File: src/rtl/tmv_pkg.sv
// tmv_pkg: shared types and constants for the ternary-weight matrix-vector core.
// No dependencies; imported by every module of the block.
`timescale 1ns / 1ps

package tmv_pkg;

    // Fixed field widths
    localparam int ACT_W   = 16;
    localparam int SCALE_W = 16;
    localparam int TRIT_W  = 2;
    localparam int ROW_W   = 16;
    localparam int VLEN_W  = 13;
    localparam int RES_W   = 32;
    localparam int FRAC_SH = 12;
    localparam int CFG_W   = 16;

    // Configuration register indexes
    localparam logic CFG_VEC_LEN   = 1'b0;
    localparam logic CFG_ROW_COUNT = 1'b1;

    // Command codes
    localparam logic CMD_LOAD   = 1'b0;
    localparam logic CMD_WEIGHT = 1'b1;

    // Queue between front and back
    localparam int QUEUE_DEPTH = 4;
    localparam int QPTR_W      = 2;
    localparam int QCNT_W      = 3;

    // One operation for the back end: either an accumulator clear or one weight
    typedef struct packed {
        logic               is_clear;
        logic [TRIT_W-1:0]  trit;
        logic [ACT_W-1:0]   data;
        logic [SCALE_W-1:0] scale;
        logic               row_end;
        logic               last_row;
        logic [ROW_W-1:0]   row_idx;
    } t_op;

endpackage

File: src/rtl/tmv_queue.sv
// tmv_queue: short FIFO of operations between front and back.
// Depends on tmv_pkg.
`timescale 1ns / 1ps

module tmv_queue import tmv_pkg::*; (
    input  logic              i_clk,
    input  logic              i_rst_n,
    input  logic              i_push,
    input  t_op               i_op,
    input  logic              i_pop,
    output logic              o_valid,
    output t_op               o_head,
    output logic [QCNT_W-1:0] o_level
);

    t_op               r_slot [QUEUE_DEPTH];
    logic [QPTR_W-1:0] r_wr_ptr;
    logic [QPTR_W-1:0] r_rd_ptr;
    logic [QCNT_W-1:0] r_count, n_count;
    logic              w_pop;

    assign w_pop   = i_pop && (r_count != '0);
    assign o_valid = (r_count != '0);
    assign o_head  = r_slot[r_rd_ptr];
    assign o_level = r_count;

    always_comb begin
        n_count = r_count;
        if (i_push && !w_pop) begin
            n_count = r_count + QCNT_W'(1);
        end else if (!i_push && w_pop) begin
            n_count = r_count - QCNT_W'(1);
        end
    end

    always_ff @(posedge i_clk) begin
        if (i_push) begin
            r_slot[r_wr_ptr] <= i_op;
        end
    end

    always_ff @(posedge i_clk) begin
        if (!i_rst_n) begin
            r_wr_ptr <= '0;
            r_rd_ptr <= '0;
            r_count  <= '0;
        end else begin
            if (i_push) begin
                r_wr_ptr <= r_wr_ptr + QPTR_W'(1);
            end
            if (w_pop) begin
                r_rd_ptr <= r_rd_ptr + QPTR_W'(1);
            end
            r_count <= n_count;
        end
    end

endmodule

File: config.mk
export PLATFORM = sky130hd
export DESIGN_NAME = tmv_queue
export DESIGN_NICKNAME = d
export VERILOG_FILES = /design/src/rtl/tmv_pkg.sv /design/src/rtl/tmv_queue.sv
export SDC_FILE = /design/constraint.sdc
export NUM_CORES = 1
export LEC_CHECK = 0
export BUFFER_PORTS_ARGS = -buffer_cell sky130_fd_sc_hd__buf_2
export CAP_MARGIN = 0
export CELL_PAD_IN_SITES_DETAIL_PLACEMENT = 1
export CELL_PAD_IN_SITES_GLOBAL_PLACEMENT = 1
export CORE_UTILIZATION = 35
export CTS_CLUSTER_SIZE = 16
export DETAILED_ROUTE_END_ITERATION = 8
export PLACE_DENSITY_LB_ADDON = 0.1
export SYNTH_ARGS = -nofsm -noshare
export SYNTH_HDL_FRONTEND = slang
export SYNTH_SLANG_ARGS = --single-unit
File: constraint.sdc
create_clock -name i_clk -period 2.02 [get_ports i_clk]
set_input_delay 0.202 -clock i_clk [delete_from_list [all_inputs] [get_ports i_clk]]
set_output_delay 0.202 -clock i_clk [all_outputs]
set_load 0.01 [all_outputs]
==> flow_metrics.py, run 1 <==
metrics = {
    "place": {
        "io_buffers": 113,
        "hpwl_mm": 10.2,
        "pre_cts_slack_ns": -0.0388,
        "placed_area_um2": 9270,
        "gp_congestion": 0.697,
    },
    "floorplanning": {
        "coreArea_um2": 22800,
        "start_util": 0.358,
        "fp.dieArea_um2": 23900,
        "dieWidth_um": 155,
        "rows": 55,
        "num_io_pins": 114,
        "die_y_um": 155,
    },
    "sta": {
        "setup_ws_ns": -0.0470,
        "period_minus_slack_ns": 2.07,
        "max_freq_ghz": 0.484,
        "tightestPinTransition_ns": 0.400,
        "tns_ns": -0.146,
        "fin_skew_ns": 0.00595,
        "post-route-period-util": 1.02,
        "rsz0062_at_grt": "true",
        "final_hold_viol_count": 0,
        "setup_viol": 12,
        "slew_viol_final": 0,
        "max-slew-margin-rel": 0.733,
    },
    "clocking": {
        "htreeDepth": 1,
        "cts_sinks": 221,
        "cts_tree": "done",
        "cts_buffers": 25,
        "root_buffer": "clkbuf_16",
        "clk_pin_slew_worst_paths_ns": 0.06,
        "clk_latency_ns": 0.49,
        "cts_buffer_depth": 3,
    },
    "global_routing": {
        "grt_pass1_vias": 4497,
        "grt_antenna_before_repair": 0,
        "grt_use_total": 0.142,
        "grt_start_max_net_pins": 54,
        "grt_pass1_wl_mm": 25.4,
        "grt_overflow": 0,
    },
    "route": {
        "postRouteAntennaNets": 0,
        "drtPass1Iterations": 4,
        "vias_per_cell": 4.56,
        "routedWlPerCell_um": 19.3,
        "drc_errors": 0,
        "dr.first_iter.drc_count": 111,
        "wl_mm": 16.6,
        "via_count": 3924,
    },
    "synthesis": {
        "avgSynthCellArea_um2": 25.6,
        "synth_fp_nets": 382,
        "ys_types": 21,
        "synthCells": 319,
        "netlist_area_um2": 8160,
        "ys_ff_latch": 221,
        "yosysSeqAreaShare": 0.802,
        "ys.warnings.count": 0,
    },
    "power_and_ir_drop": {
        "p_per_area_nw_per_um2": 1180,
        "p_leak_uw": 0.00373,
        "ir_worst_vdd_v": 0.000772,
        "p_total_uw": 12800,
    },
    "critical_path": {
        "path_class": "flop to output port",
        "arrival_ns": 1.87,
        "critPathCaptureType": "output port",
        "cp_max_fo": 8,
        "cp.required_ns": 1.82,
        "startpoint_type": "flop",
    },
    "cells_and_area": {
        "area_growth_pct": 32.8,
        "fin_area_um2": 10800,
        "fillCellCount": 2075,
        "finalNetCount": 592,
        "drive_above_1_share": 0.435,
        "diodes": 0,
    },
    "status": {
        "status": "finished, violations left",
        "failed_checks": "negative setup slack",
    },
    "hold_path": {
        "min_path_type": "primary input to flop",
    },
    "flow_run": {
        "maxCapViolations": 0,
    },
}
critical path: stages, from the launching register on:
cell and delay, ns:
dfxtp_4 0.37, buf_12 0.14, buf_12 0.15, mux4_2 0.55, buf_6 0.15
metrics by stage:
step / hold WS, ns / std cells / util
5_1_grt: 0.0136 / 860 / 0.476
3_3_place_gp: 0.412 / 753 / 0.407
3_5_place_dp: 0.422 / 753 / 0.407
4_1_cts: 0.00167 / 858 / 0.474
6_report: 0.00811 / 860 / 0.476
2_1_floorplan: 0.301 / 319 / -
per-layer routing:
| layer | vias to the layer above | wire (um) | track usage |
|---|---|---|---|
| met5 | - | 0 | 0 |
| met4 | 0 | 279 | 0.0396 |
| met3 | 20 | 603 | 0.0255 |
| met2 | 81 | 8610 | 0.252 |
| met1 | 2043 | 7140 | 0.180 |
| li1 | 1780 | - | - |
placed cells by master, fill, tap and decap left out, drive strengths merged, types with 2 or more instances in the layout:
| master | instances |
|---|---|
| edfxtp | 212 |
| buf | 142 |
| dlygate4sd3 | 53 |
| mux4 | 53 |
| clkbuf | 34 |
| and2 | 9 |
| dfxtp | 9 |
| clkinv | 8 |
| ha | 5 |
| inv | 3 |
| xnor2 | 3 |
| or3 | 2 |
| xor2 | 2 |
| mux2i | 2 |
| nor2b | 2 |
| clkinvlp | 2 |
power by group:
group          total (uW)  internal [uW]  switching, uW
logic                3240           1830           1410
registers            5400           5300           97.8
clock network        4190           2490           1700
sequential cells by signal (all words and copies together) (netlist names), named ones only:
signal    cells
r_slot      212
o_level       3
r_rd_ptr      2
r_wr_ptr      2
layout make-up:
type                    count  area, um2  share of cell area
multi-input cells          83       1490               0.137
inverters                   3       11.3             0.00104
well taps                 313        392              0.0361
clock inverters            11       97.6             0.00900
clock buffers              34        679              0.0627
flip-flops and latches    221       6560               0.605
repair buffers            195       1620               0.149
synth_stat cells:
cell type    n  area share
a21boi_0     1     0.00092
and2_1       9      0.0069
buf_12       5       0.012
buf_2        5      0.0031
buf_6        1      0.0014
clkbuf_1     1     0.00046
dfxtp_1      9       0.022
edfxtp_1   212        0.78
fa_1         1      0.0025
ha_1         5      0.0077
inv_1        3      0.0014
mux2i_1      2      0.0025
mux4_1       3      0.0097
mux4_2      50        0.14
nor2b_1      2      0.0015
o21ai_0      1     0.00061
o311ai_1     1      0.0011
o31ai_2      1      0.0015
or3_1        2      0.0015
xnor2_1      3      0.0032
xor2_1       2      0.0021
cell families after synthesis:
group / after synthesis / share of synthesized area
buf+inv: 15 / 0.0185
fa+ha+maj: 6 / 0.0101
xor+xnor: 5 / 0.00536
flops: 221 / 0.802
compound gates: 4 / 0.00414
simple gates: 13 / 0.00996
mux: 55 / 0.150
repair_timing:
item | CTS | global route
resized for setup | 28 | 10
pin swaps | 0 | 2
setup endpoints to repair | 48 | 47
gates cloned | 2 | 0
hold buffers | 53 | 0
setup buffers | 6 | 2
hold endpoints to repair | 212 | 0
path summary, 6_finish.rpt:
check	startpoint	end	slack [ns]	depth (start not counted)
hold reg to reg	o_level[2]$_SDFFE_PN0P_	o_level[2]$_SDFFE_PN0P_	0.54	2
hold / removal	i_rst_n	r_wr_ptr[0]$_SDFFE_PN0P_	0.008	2
setup reg to reg	o_level[0]$_SDFFE_PN0P_	o_level[2]$_SDFFE_PN0P_	0.05	7
setup / recovery	flop	o_head[4]	-0.05	4
(Power assumes the default switching activity.)
==> run 2: changes to the inputs <==
Settings changed: CORE_MARGIN set to 2, SKIP_LAST_GASP set to 1.
==> run 2 against run 1 <==
Compared with the run above:
- the flow still finishes with violations (negative setup slack)
- via count grew 0.84%
- global-route usage shrank 0.83 points
- non-clock buffer count is the same
- clock power shrank 4%
- count of clock-buffer cells in the layout grew 1
- power grew 1.5%
- core utilization grew 0.42 points
- worst setup slack gained 0.013 ns
- final cell count shrank 0.23%
- largest cell class unchanged
- highest routed layer unchanged
==> flow_metrics.py, run 2 (synthesis gave the netlist of run 1 again) <==
metrics = {
    "cells_and_area": {
        "finalNetCount": 591,
        "seq_area_um2": 6560,
        "fin_cells": 858,
        "largest_reg_flops": 212,
        "drive_above_1_share": 0.426,
        "area_growth_pct": 34.0,
        "diodes": 0,
        "regMostFlops": "r_slot",
        "fillCellCount": 2084,
        "multi_input_area_um2": 1470,
        "layout_common_cells": "212 x edfxtp_1, 72 x buf_2, 54 x dlygate4sd3_1",
        "final_common_cell": "edfxtp_1",
    },
    "sta": {
        "whs_ns": 0.110,
        "rsz0062_at_grt": "true",
        "max-slew-margin-rel": 0.747,
        "setup_viol": 29,
        "setup_ws_ns": -0.0338,
        "final_hold_viol_count": 0,
        "period_minus_slack_ns": 2.05,
        "tightestPinTransition_ns": 0.379,
        "max_freq_ghz": 0.487,
        "fin_skew_ns": 0.0117,
        "post-route-period-util": 1.02,
        "slew_viol_final": 0,
    },
    "floorplanning": {
        "fp.dieArea_um2": 24600,
        "dieWidth_um": 157,
        "num_io_pins": 114,
        "coreArea_um2": 22800,
        "die_y_um": 157,
        "rows": 55,
        "start_util": 0.358,
    },
    "clocking": {
        "clk_latency_ns": 0.50,
        "cts_tree": "done",
        "cts_sinks": 221,
        "cts_buffers": 24,
        "clk_pin_slew_worst_paths_ns": 0.06,
        "root_buffer": "clkbuf_16",
        "cts_buffer_depth": 3,
        "htreeDepth": 1,
    },
    "global_routing": {
        "grt_overflow": 0,
        "grt_pass1_vias": 4344,
        "grt_antenna_before_repair": 0,
        "grt_start_max_net_pins": 34,
        "grt_use_total": 0.134,
        "grt_pass1_wl_mm": 24.8,
    },
    "route": {
        "drtPass1Iterations": 4,
        "vias_per_cell": 4.61,
        "wl_mm": 16.8,
        "routedWlPerCell_um": 19.6,
        "postRouteAntennaNets": 0,
        "via_count": 3957,
        "drc_errors": 0,
        "dr.first_iter.drc_count": 159,
    },
    "place": {
        "gp_congestion": 0.727,
        "dp.cells": 751,
        "io_buffers": 113,
        "hpwl_mm": 9.72,
        "pre_cts_slack_ns": -0.0666,
    },
    "critical_path": {
        "cp_max_fo": 7,
        "path_class": "flop to output port",
        "critPathMaxStageDelay_ns": 0.52,
        "worstPathCellList": "buf_12 -> clkbuf_16 -> mux4_2 -> buf_6",
        "critPathCaptureType": "output port",
        "timing.critical_path.slowest_stage_cell": "mux4_2",
        "cp.required_ns": 1.82,
        "arrival_ns": 1.85,
        "startpoint_type": "flop",
        "rr_worst_depth": 7,
    },
    "power_and_ir_drop": {
        "p_total_uw": 13000,
        "p_leak_uw": 0.00375,
        "p_per_area_nw_per_um2": 1190,
        "ir_worst_vdd_v": 0.000592,
    },
    "hold_path": {
        "min_path_type": "primary input to flop",
        "worstHoldPathCells": 3,
    },
    "flow_run": {
        "maxCapViolations": 0,
    },
    "status": {
        "failed_checks": "negative setup slack",
        "status": "finished, violations left",
    },
}
[run 2: changes by cell type in the layout (fill, tap and decap cells not counted), moves of 3 or more]
cell / previous run / this run
buf_2: 96 / 72
buf_4: 14 / 11
buf_6: 17 / 43
clkbuf_1: 7 / 10
clkbuf_16: 25 / 29
[run 2: area by class of cell]
class | instances | share of cell area
inverters | 3 | 0.00103
clock inverters | 8 | 0.00549
clock buffers | 35 | 0.0606
flip-flops and latches | 221 | 0.599
repair buffers | 195 | 0.163
multi-input cells | 83 | 0.135
well taps | 313 | 0.0358
[run 2: worst paths after layout]
kind,startpoint,endpoint,slack (ns)
max,flop,o_head[49],-0.03
min,i_push,r_wr_ptr[1]$_SDFFE_PN0P_,0.11
max reg2reg,o_level[1]$_SDFFE_PN0P_,o_level[2]$_SDFFE_PN0P_,0.08
min reg2reg,o_level[2]$_SDFFE_PN0P_,o_level[2]$_SDFFE_PN0P_,0.54
[run 2: power breakdown]
part | leakage, uW | internal, uW | switching (uW)
combinational | 0.00138 | 2120 | 1500
sequential | 0.00202 | 5300 | 86.8
clock | 0.000352 | 2390 | 1620
[run 2: repair_timing]
action | in CTS | in global routing
endpoints found under the hold margin | 216 | 0
pin swaps | 2 | 2
hold buffers | 54 | 0
resized for setup | 4 | 57
setup endpoints to repair | 54 | 53
setup buffers | 3 | 3
cloned | 0 | 4
[run 2: per-layer routing]
metal / vias up / track usage / share of wire
li1: 1779 / - / -
met1: 2067 / 0.184 / 0.45
met2: 96 / 0.218 / 0.49
met3: 15 / 0.0305 / 0.052
met4: 0 / 0.0345 / 0.013
met5: - / 0 / 0
[run 2: per-stage QoR]
| step | setup TNS (ns) | instance area [um2] | utilization |
|---|---|---|---|
| after detailed placement | -0.0666 | 9250 | 0.406 |
| after global placement | 0 | 9250 | 0.406 |
| after CTS | -2.13 | 10500 | 0.463 |
| after floorplan | 0 | 8170 | - |
| final | -0.405 | 10900 | 0.480 |
| after global routing | -3.73 | 10900 | 0.480 |
[run 2: critical path: cells and delay by family, from the launching register on]
family	cells	cell delay, ns
buf+inv	3	0.46
flops	1	0.36
mux	1	0.52
==> run 3: changes to the inputs <==
Settings changed: BUFFER_PORTS_ARGS -buffer_cell sky130_fd_sc_hd__buf_2 to unset, DONT_BUFFER_PORTS set to 1.
==> run 3 against run 2 <==
Compared with the run above:
- the flow now finishes without violations
- count of clock-buffer cells in the layout fell by 3
- power fell by 6.1%
- register-to-register slack got worse by 0.05 ns
- critical path type is now flop to flop
- largest power group unchanged
- highest routed layer unchanged
==> flow_metrics.py, run 3 (synthesis gave the netlist of run 1 again) <==
metrics = {
    "status": {
        "status": "completed",
    },
    "global_routing": {
        "grt_antenna_before_repair": 1,
        "grt_pass1_wl_mm": 24.6,
        "grt_start_max_net_pins": 30,
        "grt_pass1_vias": 3992,
        "grt_use_total": 0.136,
        "grt_overflow": 0,
    },
    "clocking": {
        "cts_buffers": 25,
        "clk_latency_ns": 0.51,
        "cts_buffer_depth": 3,
        "htreeDepth": 1,
        "root_buffer": "clkbuf_16",
        "cts_tree": "done",
        "clk_pin_slew_worst_paths_ns": 0.06,
        "cts_sinks": 221,
    },
    "critical_path": {
        "critical_path_buf_inv_count": 1,
        "r2r_start": "o_level[1]$_SDFFE_PN0P_",
        "critPathCaptureType": "flop",
        "crit_start": "o_level[1]$_SDFFE_PN0P_",
        "path_class": "flop to flop",
        "timing.critical_path.slowest_stage_cell": "fa_1",
        "arrival_ns": 2.43,
        "critPathMaxStageDelay_ns": 0.39,
        "startpoint_type": "flop",
        "cp_max_fo": 2,
        "worstPathCellList": "o31ai_4 -> ha_2 -> inv_1 -> fa_1 -> xor2_1 -> or3_1 -> a21boi_1",
        "rr_worst_depth": 7,
        "cp.required_ns": 2.46,
        "cp.depth": 7,
        "critPathTopFamily": "adder cells",
    },
    "sta": {
        "post-route-period-util": 0.986,
        "tightestPinTransition_ns": 0.442,
        "rsz0062_at_grt": "true",
        "slew_viol_final": 0,
        "final_hold_viol_count": 0,
        "max-slew-margin-rel": 0.705,
        "setup_viol": 0,
        "max_freq_ghz": 0.502,
        "fin_skew_ns": 0.00835,
        "whs_ns": 0.0710,
        "period_minus_slack_ns": 1.99,
        "tns_ns": 0,
    },
    "power_and_ir_drop": {
        "p_leak_uw": 0.00324,
        "p_total_uw": 12200,
        "p_per_area_nw_per_um2": 1200,
        "ir_worst_vdd_v": 0.000562,
    },
    "route": {
        "wl_mm": 16.5,
        "via_count": 3590,
        "postRouteAntennaNets": 0,
        "drtPass1Iterations": 4,
        "dr.first_iter.drc_count": 191,
        "drc_errors": 0,
        "vias_per_cell": 4.79,
        "routedWlPerCell_um": 22.1,
    },
    "flow_run": {
        "maxCapViolations": 0,
    },
    "cells_and_area": {
        "finalNetCount": 480,
        "postLayoutCoreUtil": 0.447,
        "layout_common_cells": "212 x edfxtp_1, 55 x dlygate4sd3_1, 52 x mux4_2",
        "final_common_cell": "edfxtp_1",
        "regMostFlops": "r_slot",
        "drive_above_1_share": 0.271,
        "fin_area_um2": 10200,
        "largest_reg_flops": 212,
        "area_growth_pct": 24.6,
    },
    "floorplanning": {
        "fp.dieArea_um2": 24600,
        "num_io_pins": 114,
        "die_y_um": 157,
        "dieWidth_um": 157,
        "coreArea_um2": 22800,
        "start_util": 0.358,
        "rows": 55,
    },
    "place": {
        "gp_congestion": 0.672,
        "placed_area_um2": 8680,
        "hpwl_mm": 9.37,
        "io_buffers": 0,
    },
    "hold_path": {
        "worstHoldPathCells": 3,
        "min-delay-start": "i_pop",
        "min_path_type": "primary input to flop",
    },
}
## run 3: changes by cell type in the layout (fill, tap and decap cells not counted), moves of 2 or more
| cell | previous run | this run |
|---|---|---|
| clkbuf_16 | 29 | 27 |
| clkinv_1 | 4 | 8 |
| clkbuf_1 | 10 | 7 |
| buf_2 | 72 | 0 |
| buf_6 | 43 | 2 |
| buf_16 | 0 | 3 |
## run 3: per-layer routing
metal / GRT usage / wire, um
met5: 0 / 0
met2: 0.224 / 8140
met4: 0.0354 / 339
met3: 0.0377 / 1040
met1: 0.178 / 7020
## run 3: final timing paths
| kind | end | slack [ns] |
|---|---|---|
| setup / recovery | o_level[2]$_SDFFE_PN0P_ | 0.03 |
| hold / removal | flop | 0.07 |
| setup reg to reg | o_level[2]$_SDFFE_PN0P_ | 0.03 |
| hold reg to reg | r_wr_ptr[1]$_SDFFE_PN0P_ | 0.57 |
## run 3: through the flow
| stage | std cells | setup slack [ns] |
|---|---|---|
| after floorplan | 319 | 0.0343 |
| after global placement | 635 | 0.0804 |
| after detailed placement | 635 | -0.0933 |
| after CTS | 740 | -0.0574 |
| after global routing | 749 | -0.0721 |
| final | 749 | 0.0278 |
## run 3: area by class of cell
cell class | instances | area, um2
diodes | 1 | 2.50
inverters | 3 | 11.3
clock buffers | 32 | 652
multi-input cells | 83 | 1480
fillers | 2079 | 12600
clock inverters | 13 | 90.1
well taps | 313 | 392
repair buffers | 83 | 996
flip-flops and latches | 221 | 6550
## run 3: power breakdown
| part | switching (uW) | internal (uW) |
|---|---|---|
| clock | 1690 | 2400 |
| combinational | 1320 | 1410 |
| sequential | 96.8 | 5300 |
| total | 3110 | 9100 |
## run 3: timing repair
item,4_1_cts,5_1_grt
hold buffers,55,0
gates cloned,1,3
resized for setup,6,5
buffers inserted,4,5
endpoints found under the setup margin,47,24
pin swaps,2,3
hold endpoints to repair,221,0
## run 3: tightest hold or removal path: stages
cell and delay, ns:
o311ai_1 0.10, xnor2_1 0.07, and2_1 0.16
