**config.mk**
```make
export PLATFORM = sky130hd
export DESIGN_NAME = tmv_back
export DESIGN_NICKNAME = d
export VERILOG_FILES = /design/src/rtl/tmv_pkg.sv /design/src/rtl/tmv_back.sv
export SDC_FILE = /design/constraint.sdc
export NUM_CORES = 1
export LEC_CHECK = 0
export ABC_AREA = 1
export CAP_MARGIN = 20
export CORE_MARGIN = 2
export CORE_UTILIZATION = 40
export CTS_CLUSTER_DIAMETER = 40
export DETAILED_ROUTE_END_ITERATION = 8
export DONT_BUFFER_PORTS = 1
export HOLD_SLACK_MARGIN = 0.1
export PLACE_DENSITY = 0.54
export SYNTH_ARGS = -nofsm -noshare
export SYNTH_HDL_FRONTEND = slang
export SYNTH_SLANG_ARGS = --single-unit
```
**constraint.sdc**
```tcl
create_clock -name i_clk -period 12.7 [get_ports i_clk]
set_clock_uncertainty 0.1 [all_clocks]
set_input_delay 1.905 -clock i_clk [delete_from_list [all_inputs] [get_ports i_clk]]
set_output_delay 1.905 -clock i_clk [all_outputs]
set_load 0.005 [all_outputs]
```
**src/rtl/tmv_pkg.sv**
```systemverilog
// tmv_pkg: shared types and constants for the ternary-weight matrix-vector core.
// No dependencies; imported by every module of the block.
`timescale 1ns / 1ps

package tmv_pkg;

    // Fixed field widths
    localparam int ACT_W   = 16;
    localparam int SCALE_W = 16;
    localparam int TRIT_W  = 2;
    localparam int ROW_W   = 16;
    localparam int VLEN_W  = 13;
    localparam int RES_W   = 32;
    localparam int FRAC_SH = 12;
    localparam int CFG_W   = 16;

    // Configuration register indexes
    localparam logic CFG_VEC_LEN   = 1'b0;
    localparam logic CFG_ROW_COUNT = 1'b1;

    // Command codes
    localparam logic CMD_LOAD   = 1'b0;
    localparam logic CMD_WEIGHT = 1'b1;

    // Queue between front and back
    localparam int QUEUE_DEPTH = 4;
    localparam int QPTR_W      = 2;
    localparam int QCNT_W      = 3;

    // One operation for the back end: either an accumulator clear or one weight
    typedef struct packed {
        logic               is_clear;
        logic [TRIT_W-1:0]  trit;
        logic [ACT_W-1:0]   data;
        logic [SCALE_W-1:0] scale;
        logic               row_end;
        logic               last_row;
        logic [ROW_W-1:0]   row_idx;
    } t_op;

endpackage

```
**src/rtl/tmv_back.sv**
```systemverilog
// tmv_back: accumulates activations per trit, scales the row sum, drives the result.
// Stages: accumulator -> multiply input register -> output register. Depends on tmv_pkg.
`timescale 1ns / 1ps

module tmv_back import tmv_pkg::*; #(
    parameter int MAX_VEC_LEN = 4096
) (
    input  logic                    i_clk,
    input  logic                    i_rst_n,
    input  logic                    i_op_valid,
    input  t_op                     i_op,
    output logic                    o_pop,
    output logic                    o_out_valid,
    input  logic                    i_out_ready,
    output logic [ROW_W-1:0]        o_row_index,
    output logic signed [RES_W-1:0] o_result_value,
    output logic                    o_last_row
);

    localparam int ACC_W  = ACT_W + $clog2(MAX_VEC_LEN) + 1;
    localparam int PROD_W = ACC_W + SCALE_W;
    localparam int EXT_W  = (PROD_W > RES_W + FRAC_SH) ? PROD_W : RES_W + FRAC_SH;

    logic signed [ACC_W-1:0]   r_acc, n_acc;
    logic signed [ACC_W-1:0]   w_act;

    logic                      r_m_valid;
    logic signed [ACC_W-1:0]   r_m_sum;
    logic signed [SCALE_W-1:0] r_m_scale;
    logic [ROW_W-1:0]          r_m_row;
    logic                      r_m_last;

    logic                      r_o_valid;
    logic [ROW_W-1:0]          r_o_row;
    logic signed [RES_W-1:0]   r_o_value;
    logic                      r_o_last;

    logic                      w_o_can;
    logic                      w_m_can;
    logic                      w_m_move;
    logic                      w_m_load;
    logic signed [PROD_W-1:0]  w_prod;
    logic signed [EXT_W-1:0]   w_ext;

    assign w_o_can  = !r_o_valid || i_out_ready;
    assign w_m_move = r_m_valid && w_o_can;
    assign w_m_can  = !r_m_valid || w_o_can;
    // a row-ending weight needs room in the multiply stage
    assign o_pop    = i_op_valid && (i_op.is_clear || !i_op.row_end || w_m_can);
    assign w_m_load = o_pop && !i_op.is_clear && i_op.row_end;

    assign w_act = {{(ACC_W-ACT_W){i_op.data[ACT_W-1]}}, i_op.data};

    always_comb begin
        n_acc = r_acc;
        if (!i_op.is_clear) begin
            if (i_op.trit == TRIT_W'(1)) begin
                n_acc = r_acc + w_act;
            end else if (i_op.trit[TRIT_W-1]) begin
                n_acc = r_acc - w_act;
            end
        end
    end

    assign w_prod = PROD_W'(r_m_sum) * PROD_W'(r_m_scale);
    assign w_ext  = EXT_W'(w_prod);

    always_ff @(posedge i_clk) begin
        if (!i_rst_n) begin
            r_acc     <= '0;
            r_m_valid <= 1'b0;
            r_o_valid <= 1'b0;
        end else begin
            if (o_pop) begin
                r_acc <= (i_op.is_clear || i_op.row_end) ? '0 : n_acc;
            end
            if (w_m_load) begin
                r_m_valid <= 1'b1;
            end else if (w_m_move) begin
                r_m_valid <= 1'b0;
            end
            if (w_m_move) begin
                r_o_valid <= 1'b1;
            end else if (i_out_ready) begin
                r_o_valid <= 1'b0;
            end
        end
    end

    always_ff @(posedge i_clk) begin
        if (w_m_load) begin
            r_m_sum   <= n_acc;
            r_m_scale <= i_op.scale;
            r_m_row   <= i_op.row_idx;
            r_m_last  <= i_op.last_row;
        end
        if (w_m_move) begin
            r_o_row   <= r_m_row;
            r_o_value <= w_ext[RES_W+FRAC_SH-1:FRAC_SH];
            r_o_last  <= r_m_last;
        end
    end

    assign o_out_valid    = r_o_valid;
    assign o_row_index    = r_o_row;
    assign o_result_value = r_o_value;
    assign o_last_row     = r_o_last;

endmodule

```
==> results of run 1 <==
## metal layers
| metal | part of all wire | up-vias | track usage |
|---|---|---|---|
| met5 | 0.00079 | - | 0 |
| met4 | 0.020 | 8 | 0.0605 |
| met3 | 0.055 | 95 | 0.0379 |
| met2 | 0.47 | 574 | 0.406 |
| met1 | 0.45 | 10252 | 0.322 |
| li1 | - | 10019 | - |
## state kept, by name, indices dropped and copies added (netlist names)
signal          count
o_last_row          1
o_out_valid         1
o_result_value     32
o_row_index        16
r_acc              29
r_m_last            1
r_m_row            16
r_m_scale          16
r_m_sum            29
r_m_valid           1
## cell families after synthesis
logic type	Yosys count	synth area share
buffers and inverters	1039	0.152
AOI/OAI and AO/OA	312	0.0652
DFF	142	0.151
adders and majority gates	598	0.412
and+or+nand+nor	1309	0.204
xor gates and xnor gates	48	0.0161
## cells in the mapped netlist (3+ instances only)
master    instances
or2_2             9
nor4_1            7
nand2_1         890
o21bai_1         20
a31oi_1           4
ha_1            159
buf_2            18
inv_1           899
clkbuf_1         96
nand2_2           7
edfxtp_1        111
a21o_1            7
dfxtp_1          31
buf_4             8
a21boi_0         11
o21ai_0          85
nor2_1          184
buf_1            11
xor2_1           26
nand3_1         145
nor3_1           17
nand4_1          41
o21a_1            3
a21oi_2           3
fa_1            439
xnor2_1          22
a21oi_1         168
o21ai_1           3
## power by group through the flow
stage,logic (mW),registers (mW),clock network [mW]
6_report,6.38,0.907,0.560
5_1_grt,7.33,0.917,0.588
4_1_cts,6.43,0.910,0.581
3_5_place_dp,6.40,0.920,0
3_3_place_gp,6.43,0.919,0
2_1_floorplan,4.54,0.890,0
## cell type report
cell class | instances | area, sq um | area share
Clock inverter | 14 | 180 | 0.00656
Clock buffer | 18 | 439 | 0.0160
Sequential cell | 142 | 3950 | 0.144
Tap cell | 855 | 1070 | 0.0389
Multi-Input combinational cell | 2267 | 18300 | 0.665
Antenna cell | 1 | 2.50 | 0.0000911
Inverter | 902 | 3390 | 0.123
Timing Repair Buffer | 24 | 180 | 0.00656
## critical path, stage by stage, from the launching register on
cell and delay, ps:
edfxtp_1 780, nand2_1 220, inv_1 160, fa_1 490
fa_1 740, inv_1 190, fa_1 510, inv_1 60
fa_1 550, inv_1 50, fa_1 480, inv_1 50
fa_1 430, ha_1 410, nand2_1 150, nor2_1 190
nand2_1 110, nor2_1 160, o21ai_0 150, nand3_1 160
xnor2_1 90
## stage by stage
step	std cells	worst slack, ps	total power [mW]	utilization
after floorplan	3448	6880	5.43	-
after global placement	4190	6180	7.35	0.416
after detailed placement	4190	6150	7.32	0.416
after CTS	4222	6160	7.92	0.425
after global routing	4222	5830	8.83	0.425
final	4223	6200	7.85	0.425
## final timing paths
kind	to	cells after the start	from	slack (ps)
worst min register to register	o_row_index[11]$_DFFE_PP_	0	r_m_row[11]$_DFFE_PP_	320
worst max-delay path	o_result_value[31]$_DFFE_PP_	20	r_m_sum[28]$_DFFE_PP_	6200
worst min-delay path	o_row_index[11]$_DFFE_PP_	0	r_m_row[11]$_DFFE_PP_	320
worst max register to register	o_result_value[31]$_DFFE_PP_	20	r_m_sum[28]$_DFFE_PP_	6200
## cells in the final DEF, fill, tap and decap left out, types with 3 or more instances in the layout
master,instances
xnor2_1,22
clkbuf_16,17
nand2_1,890
a21o_1,7
inv_6,5
buf_4,24
a21oi_1,167
xor2_1,26
ha_1,159
or2_2,9
a31oi_1,4
o21ai_0,84
nor4_1,7
dfxtp_1,31
clkinv_4,3
nor2_1,184
bufinv_16,3
edfxtp_1,111
inv_1,898
nand2_2,7
nand4_1,41
fa_1,439
o21a_1,3
a21boi_0,11
a21oi_2,3
nor3_1,16
nand3_1,145
o21bai_1,20
o21ai_1,3
==> results.ini, run 1 <==
[grt]
grtUsageTotal=0.240
grt_overflow=0
grt_pass1_vias=21993
antenna_found_initial=5
grt_max_degree=52
grt_pass1_wl_um=124000

[layout]
final_area_sq_um=27500
nNetsFinal=4009
fillers=6710
drive_above_1_share=0.0258
syn_to_final_growth_pct=5.03

[cts]
cts_buffer_depth=2
postCtsResizedCells=0
cts_setup_buffers=0
cts_max_level=4
clock-root-buffer=clkbuf_16
hold_buffers=0
cts.sinks=142
worstSkewPairLatency_ps=490
cts_made_buffers=17
tritoncts=built
path_clk_slew_ps=70

[power_and_ir_drop]
power.net_switching_mw=4.41
p_clk_frac=0.071
worst_ir_drop_vdd_uv=259
p_int_mw=3.44
cellPowerDensity_nw_per_um2=286
switching_share=0.562
leakage_nw=14.6
combinationalPowerShare=0.813
pwr-share-seq=0.116

[worst_setup_path]
critPathMaxFanout=16
endpoint_kind=flip-flop
crit_type=reg2reg
cp.arrival_ps=6630
start_kind=flip-flop
cp.required_ps=12820

[sta]
rsz0062_at_grt=no
hold_violations=0
relSlewSlack=0.329
fin_crit_sh=0.512
setup_viol=0
clock.fmax_ghz=0.154
worst_pin_slew_ps=1000
hold_ws_ps=319
fin_crit_ps=6500
setup_tns_ps=0
drv_slew=0

[synth]
ys.flop_type=edfxtp_1
synth_top_area_frac=0.336
yosysWarningCount=0
synth_nets=4103
seq_area_frac_synth=0.151
syn_avg_cell_area_sq_um=7.59
yosys-top-cells-area=fa_1 34%, inv_1 13%, nand2_1 13%
postSynthCellCount=3448
yosys.cell_types.count=46
synth_edf_count=111
netlist_area_sq_um=26200
async_flop_share=0
ys_ff_latch=142
synth_top_area_cell=fa_1

[hold_path]
holdCritPathClass=reg2reg

[route]
drtPass1Iterations=6
wl_per_cell_um=18.3
wl_um=77400
first_iter_violations=1532
avgViaCountPerCell=4.96
vias=20948
route.detailed.drc=0
ant_nets=0

[floorplan]
io_pins=108
start_util=0.405
rows=93
die_h_um=260
core_area_sq_um=64600
die_w_um=260
die_area_sq_um=67500

[place]
place_area_sq_um=26800
gp_congestion=0.947
numPortBuffers=0
hpwl_um=62900

[run]
drv_cap=0

[status]
outcome=finished, final reports clean

(Power assumes the default switching activity.)
==> inputs of run 2 (changes only) <==
--- a/config.mk
+++ b/config.mk
@@ -5,7 +5,7 @@
 export SDC_FILE = /design/constraint.sdc
 export NUM_CORES = 1
 export LEC_CHECK = 0
-export ABC_AREA = 1
+export ABC_AREA = 0
 export CAP_MARGIN = 20
 export CORE_MARGIN = 2
 export CORE_UTILIZATION = 40
==> constraint.sdc (replaced) <==
create_clock -name i_clk -period 6.35 [get_ports i_clk]
set_clock_uncertainty 0.1 [all_clocks]
set_input_delay 0.9525 -clock i_clk [delete_from_list [all_inputs] [get_ports i_clk]]
set_output_delay 0.9525 -clock i_clk [all_outputs]
set_load 0.005 [all_outputs]
==> results.ini, run 2 <==
[power_and_ir_drop]
worst_ir_drop_vdd_uv=759  ; +190%
leakage_nw=13.1  ; -11%
cellPowerDensity_nw_per_um2=604  ; +110%

[sta]
hold_violations=0  ; unchanged
fin_crit_ps=6560  ; +53.5 ps
worst_pin_slew_ps=1000  ; -0.584 ps
clock.fmax_ghz=0.153  ; -0.82%
relSlewSlack=0.332  ; +0.00254
rsz0062_at_grt=yes
fin_crit_sh=1.03  ; +0.520
fin_ws_ps=-205  ; -6400 ps
setup_viol=11  ; +11
drv_slew=0  ; unchanged

[floorplan]
io_pins=108  ; unchanged
die_w_um=248  ; -4.4%
start_util=0.405  ; -0.000502
core_area_sq_um=59000  ; -8.6%
die_h_um=248  ; -4.4%
die_area_sq_um=61700  ; -8.6%
rows=89  ; -4.3%

[synth]
synth_top_area_frac=0.368  ; +0.0321
postSynthCellCount=2563  ; -26%
netlist_top_cells_count=551 x inv_1, 439 x fa_1, 326 x nand2_1
synth_nets=3218  ; -22%
ys.flop_type=edfxtp_1
synth_top_family_by_area=adder cells
synth_top_area_cell=fa_1
synth-xor-area-share=0.0180  ; +0.00190
ys_ff_latch=142  ; unchanged
netlist_area_sq_um=23900  ; -8.7%
synthAdderAreaFrac=0.451  ; +0.0394
yosys-top-cells-area=fa_1 37%, edfxtp_1 14%, inv_1 8.7%
yosys.cell_types.count=91  ; +98%
yosysWarningCount=0  ; unchanged
synth.most_common_cell=inv_1
synthSimpleGateAreaFrac=0.150  ; -0.0537
seq_area_frac_synth=0.166  ; +0.0144
async_flop_share=0  ; unchanged
syn_avg_cell_area_sq_um=9.31  ; +23%
muxShareOfSynthArea=0.00105  ; +0.00105
synth_compound_area_frac=0.106  ; +0.0409
synth_edf_count=111  ; unchanged

[worst_setup_path]
rr_worst_depth=23  ; +15%
endpoint_kind=flip-flop
cpMaxStageDelayCell=fa_2
critPathMaxFanout=6  ; -10
cp.arrival_ps=6690  ; +60 ps
cp.required_ps=6480  ; -6340 ps
crit_type=reg2reg
crit_chain=buf_4, clkbuf_16, and2_1, fa_1, inv_1, fa_2, fa_2, fa_1, fa_1, fa_1, inv_1, ha_4, nand3_2, nor4_4, o31ai_4, a32oi_4, buf_12, nor4_4, o21ai_2, buf_6, nand4_1, a311oi_2, xnor2_1
start_kind=flip-flop
crit_path_frequent_cell=fa_1
crit_path_max_incr_delay_ps=590  ; -190 ps

[hold_path]
holdCritPathClass=reg2reg
hold_path_depth=0  ; unchanged

[place]
numPortBuffers=0  ; unchanged
pre_cts_ws_ps=-960  ; -7110 ps
gp_congestion=0.894  ; -5.6%
place_area_sq_um=26100  ; -2.9%
place_inst=3416  ; -18%
hpwl_um=52400  ; -17%

[cts]
clock-root-buffer=clkbuf_16
path_clk_slew_ps=80  ; about the same
worstSkewPairLatency_ps=490  ; about the same
cts_made_buffers=17  ; unchanged
cts_max_level=4  ; unchanged
cts.sinks=142  ; unchanged
cts_buffer_depth=2  ; unchanged
tritoncts=built

[grt]
grt_pass1_vias=19217  ; -13%
grt_overflow=0  ; unchanged
grtUsageTotal=0.224  ; -0.0166
grt_max_degree=63  ; +21%
antenna_found_initial=3  ; -2
grt_pass1_wl_um=106000  ; -15%

[run]
drv_cap=0  ; unchanged

[route]
vias=18071  ; -14%
wl_per_cell_um=18.7  ; +1.9%
wl_um=65800  ; -15%
ant_nets=0  ; unchanged
route.detailed.drc=0  ; unchanged
first_iter_violations=1150  ; -25%
avgViaCountPerCell=5.13  ; +3.5%
drtPass1Iterations=5  ; -1

[layout]
fillers=5500  ; -18%
final_area_sq_um=28000  ; +1.7%
drive_above_1_share=0.160  ; +0.134
nNetsFinal=3388  ; -15%
final_cell_count_no_fill=3521  ; -17%
final_common_cell=inv_1
largest_register_ffs=32  ; unchanged
syn_to_final_growth_pct=17.1
final_cell_mix=533 x inv_1, 425 x fa_1, 320 x nand2_1
fin_util=0.474  ; +0.0482

[status]
outcome=complete, but fails checks
violations=negative setup slack

-- run 2: logic make-up after synthesis --
kind of cell / count (synthesis)
and+or+nand+nor: 739
buffers and inverters: 675
adders and majority gates: 598
AOI/OAI and AO/OA: 358
DFF: 142
xor gates and xnor gates: 49
muxes: 2
-- run 2: cell type report --
class / count / area (sq um) / share of cell area
diodes: 2 / 5.00 / 0.000179
clock buffers: 17 / 425 / 0.0152
clock inverters: 15 / 169 / 0.00604
inverters: 554 / 2080 / 0.0744
multi-input cells: 1746 / 17900 / 0.641
flip-flops and latches: 142 / 3950 / 0.141
well taps: 773 / 967 / 0.0346
repair buffers: 272 / 2430 / 0.0868
-- run 2: path summary, 6_finish.rpt --
check | start | slack, ps | endpoint
max | r_m_scale[2]$_DFFE_PP_ | -210 | o_result_value[31]$_DFFE_PP_
max reg2reg | r_m_scale[2]$_DFFE_PP_ | -210 | o_result_value[31]$_DFFE_PP_
min | r_m_row[9]$_DFFE_PP_ | 320 | o_row_index[9]$_DFFE_PP_
min reg2reg | r_m_row[9]$_DFFE_PP_ | 320 | o_row_index[9]$_DFFE_PP_
-- run 2: layer usage --
metal	wire, um	up-vias	global-route usage
li1	-	8367	-
met1	30100	9130	0.310
met2	30700	491	0.363
met3	3570	83	0.0387
met4	1370	0	0.0579
met5	0	-	0
-- run 2: critical path: cells and delay by family, from the launching register on --
family / cells / cell delay [ps]
adder cells (fa/ha/maj): 7 / 3310
flip-flops: 1 / 440
XOR/XNOR: 1 / 100
AO/OA/AOI/OAI: 4 / 780
buffers and inverters: 6 / 740
AND/OR/NAND/NOR: 5 / 840
-- run 2: stage by stage --
step	hold WS, ps	power, mW	TNS [ps]
detailed placement	305	13.2	-8750
global route	322	18.7	-5200
finish	319	16.9	-1170
floorplan	300	9.30	0
global placement	301	13.0	-6930
CTS	316	16.0	-1260
-- run 2: power breakdown --
group	switching, mW	total (mW)	internal (mW)
logic	7.06	14.1	7.00
clock network	0.505	1.06	0.558
registers	0.0717	1.77	1.69
-- run 2: repair_timing --
item | 4_1_cts | 5_1_grt
buffers inserted | 46 | 26
setup endpoints to repair | 19 | 21
hold endpoints to repair | 0 | 0
hold buffers | 0 | 0
gates cloned | 1 | 2
pin swaps | 67 | 61
gates resized for setup | 101 | 64
==> inputs of run 3 (changes only) <==
--- a/config.mk
+++ b/config.mk
@@ -9,11 +9,12 @@
 export CAP_MARGIN = 20
 export CORE_MARGIN = 2
 export CORE_UTILIZATION = 40
+export CTS_BUF_LIST = sky130_fd_sc_hd__clkbuf_2
 export CTS_CLUSTER_DIAMETER = 40
 export DETAILED_ROUTE_END_ITERATION = 8
 export DONT_BUFFER_PORTS = 1
 export HOLD_SLACK_MARGIN = 0.1
-export PLACE_DENSITY = 0.54
 export SYNTH_ARGS = -nofsm -noshare
 export SYNTH_HDL_FRONTEND = slang
 export SYNTH_SLANG_ARGS = --single-unit
+export TNS_END_PERCENT = 1
==> results.ini, run 3 (synthesized netlist as in run 2, its figures left out) <==
[status]
outcome=complete, but fails checks
violations=negative setup slack

[route]
wl_um=63500  ; -3.5%
vias=18017  ; -0.30%
avgViaCountPerCell=5.16  ; +0.47%
wl_per_cell_um=18.2  ; -2.7%
first_iter_violations=1220  ; +6.1%
ant_nets=0  ; unchanged
route.detailed.drc=0  ; unchanged
drtPass1Iterations=5  ; unchanged

[floorplan]
start_util=0.405  ; unchanged
die_w_um=248  ; unchanged
rows=89  ; unchanged
core_area_sq_um=59000  ; unchanged
io_pins=108  ; unchanged
die_area_sq_um=61700  ; unchanged
die_h_um=248  ; unchanged

[power_and_ir_drop]
leakage_nw=12.7  ; -2.6%
worst_ir_drop_vdd_uv=751  ; -1.1%
cellPowerDensity_nw_per_um2=572  ; -5.2%

[grt]
grt_pass1_vias=19046  ; -0.89%
grt_pass1_wl_um=103000  ; -2.9%
grt_max_degree=62  ; -1.6%
grtUsageTotal=0.215  ; -0.00866
grt_overflow=0  ; unchanged
antenna_found_initial=3  ; unchanged

[layout]
fin_util=0.462  ; -0.0121
largest_register_ffs=32  ; unchanged
regArea_sq_um=3950  ; unchanged
nNetsFinal=3361  ; -0.80%
syn_to_final_growth_pct=14.1
final_area_sq_um=27200  ; -2.6%
drive_above_1_share=0.121  ; -0.0392
final_common_cell=inv_1
fillers=5608  ; +2.0%
final_cell_mix=548 x inv_1, 433 x fa_1, 325 x nand2_1
multi_input_area_sq_um=17800  ; -0.82%

[sta]
clock.fmax_ghz=0.153  ; +0.31%
hold_violations=0  ; unchanged
setup_tns_ps=-1170  ; -5.61 ps
fin_crit_ps=6540  ; -20.2 ps
rsz0062_at_grt=yes
fin_ws_ps=-185  ; +20.2 ps
relSlewSlack=0.298  ; -0.0336
fin_crit_sh=1.03  ; -0.00319
setup_viol=11  ; unchanged
drv_slew=0  ; unchanged
worst_pin_slew_ps=1050  ; +49.8 ps
hold_ws_ps=281  ; -37.9 ps

[worst_setup_path]
endpoint_kind=flip-flop
crit_type=reg2reg
critPathMaxFanout=5  ; -1
cp.arrival_ps=7220  ; +530 ps
start_kind=flip-flop
cp.required_ps=7040  ; +560 ps

[place]
pre_cts_ws_ps=-723  ; +237 ps
gp_congestion=0.908  ; +1.6%
hpwl_um=51500  ; -1.8%
numPortBuffers=0  ; unchanged
place_area_sq_um=26000  ; -0.29%

[cts]
cts.sinks=142  ; unchanged
cts_buffer_depth=2  ; unchanged
path_clk_slew_ps=260  ; +180 ps
clock-root-buffer=clkbuf_2
cts_max_level=4  ; unchanged
worstSkewPairLatency_ps=990  ; +500 ps
cts_made_buffers=17  ; unchanged
tritoncts=built

[run]
drv_cap=0  ; unchanged

[hold_path]
holdCritPathClass=in2reg

==> run 3: changes by cell type in the layout (fill, tap and decap cells not counted), sizes merged <==
cell         before  now
buf             271  204
dlygate4sd3       0   41
clkbuf           18   17
==> run 3: worst paths after layout <==
check	from	to	slack, ps	depth (start not counted)
setup / recovery	r_m_sum[6]$_DFFE_PP_	o_result_value[29]$_DFFE_PP_	-190	24
hold / removal	i_out_ready	r_m_valid$_SDFFE_PN0P_	280	4
setup reg to reg	r_m_sum[6]$_DFFE_PP_	o_result_value[29]$_DFFE_PP_	-190	24
hold reg to reg	r_m_row[13]$_DFFE_PP_	o_row_index[13]$_DFFE_PP_	320	0
==> run 3: routing by layer <==
metal	up-vias	wire (um)	global-route usage
met5	-	0	0
met4	0	1340	0.0643
met3	79	3600	0.0354
met2	494	29800	0.350
met1	9136	28700	0.295
li1	8308	-	-
==> run 3: cell type report <==
cell class / count / share of cell area
timing repair buffer: 245 / 0.0814
sequential: 142 / 0.145
antenna: 2 / 0.000184
clock buffer: 17 / 0.00312
tap: 773 / 0.0355
inverter: 554 / 0.0763
clock inverter: 15 / 0.00556
multi-input combinational: 1746 / 0.653
==> run 3: power breakdown <==
part | switching (mW) | total (mW) | internal (mW)
clock network | 0.438 | 0.597 | 0.159
logic | 6.82 | 13.2 | 6.40
registers | 0.0811 | 1.77 | 1.69
==> run 3: what timing repair did <==
| action | in CTS | in global routing |
|---|---|---|
| hold buffers | 42 | 0 |
| gates resized for setup | 28 | 53 |
| endpoints found under the hold margin | 82 | 0 |
| setup endpoints to repair | 21 | 21 |
| gates cloned | 0 | 0 |
| buffers inserted | 11 | 10 |
| pin swaps | 5 | 37 |
==> run 3: stage by stage <==
| stage | instances | total power [mW] |
|---|---|---|
| CTS | 3484 | 14.6 |
| floorplan | 2563 | 9.30 |
| global placement | 3399 | 13.1 |
| global route | 3494 | 17.3 |
| detailed placement | 3399 | 13.3 |
| finish | 3494 | 15.6 |
==> run 3: worst max-delay path: stages, from the launching register on <==
cell      delay (ps)
edfxtp_1         580
buf_6            180
and2_1           140
fa_1             510
inv_1             60
fa_2             540
fa_2             450
fa_1             490
inv_1             50
fa_1             480
inv_1             50
fa_1             480
inv_2             50
ha_4             200
o211ai_1         180
buf_4            160
a21oi_4           60
o31ai_2          260
a32oi_1           90
buf_4            170
nor4_4           380
o21ai_4          160
a41o_1           260
buf_4            130
xor2_1           130
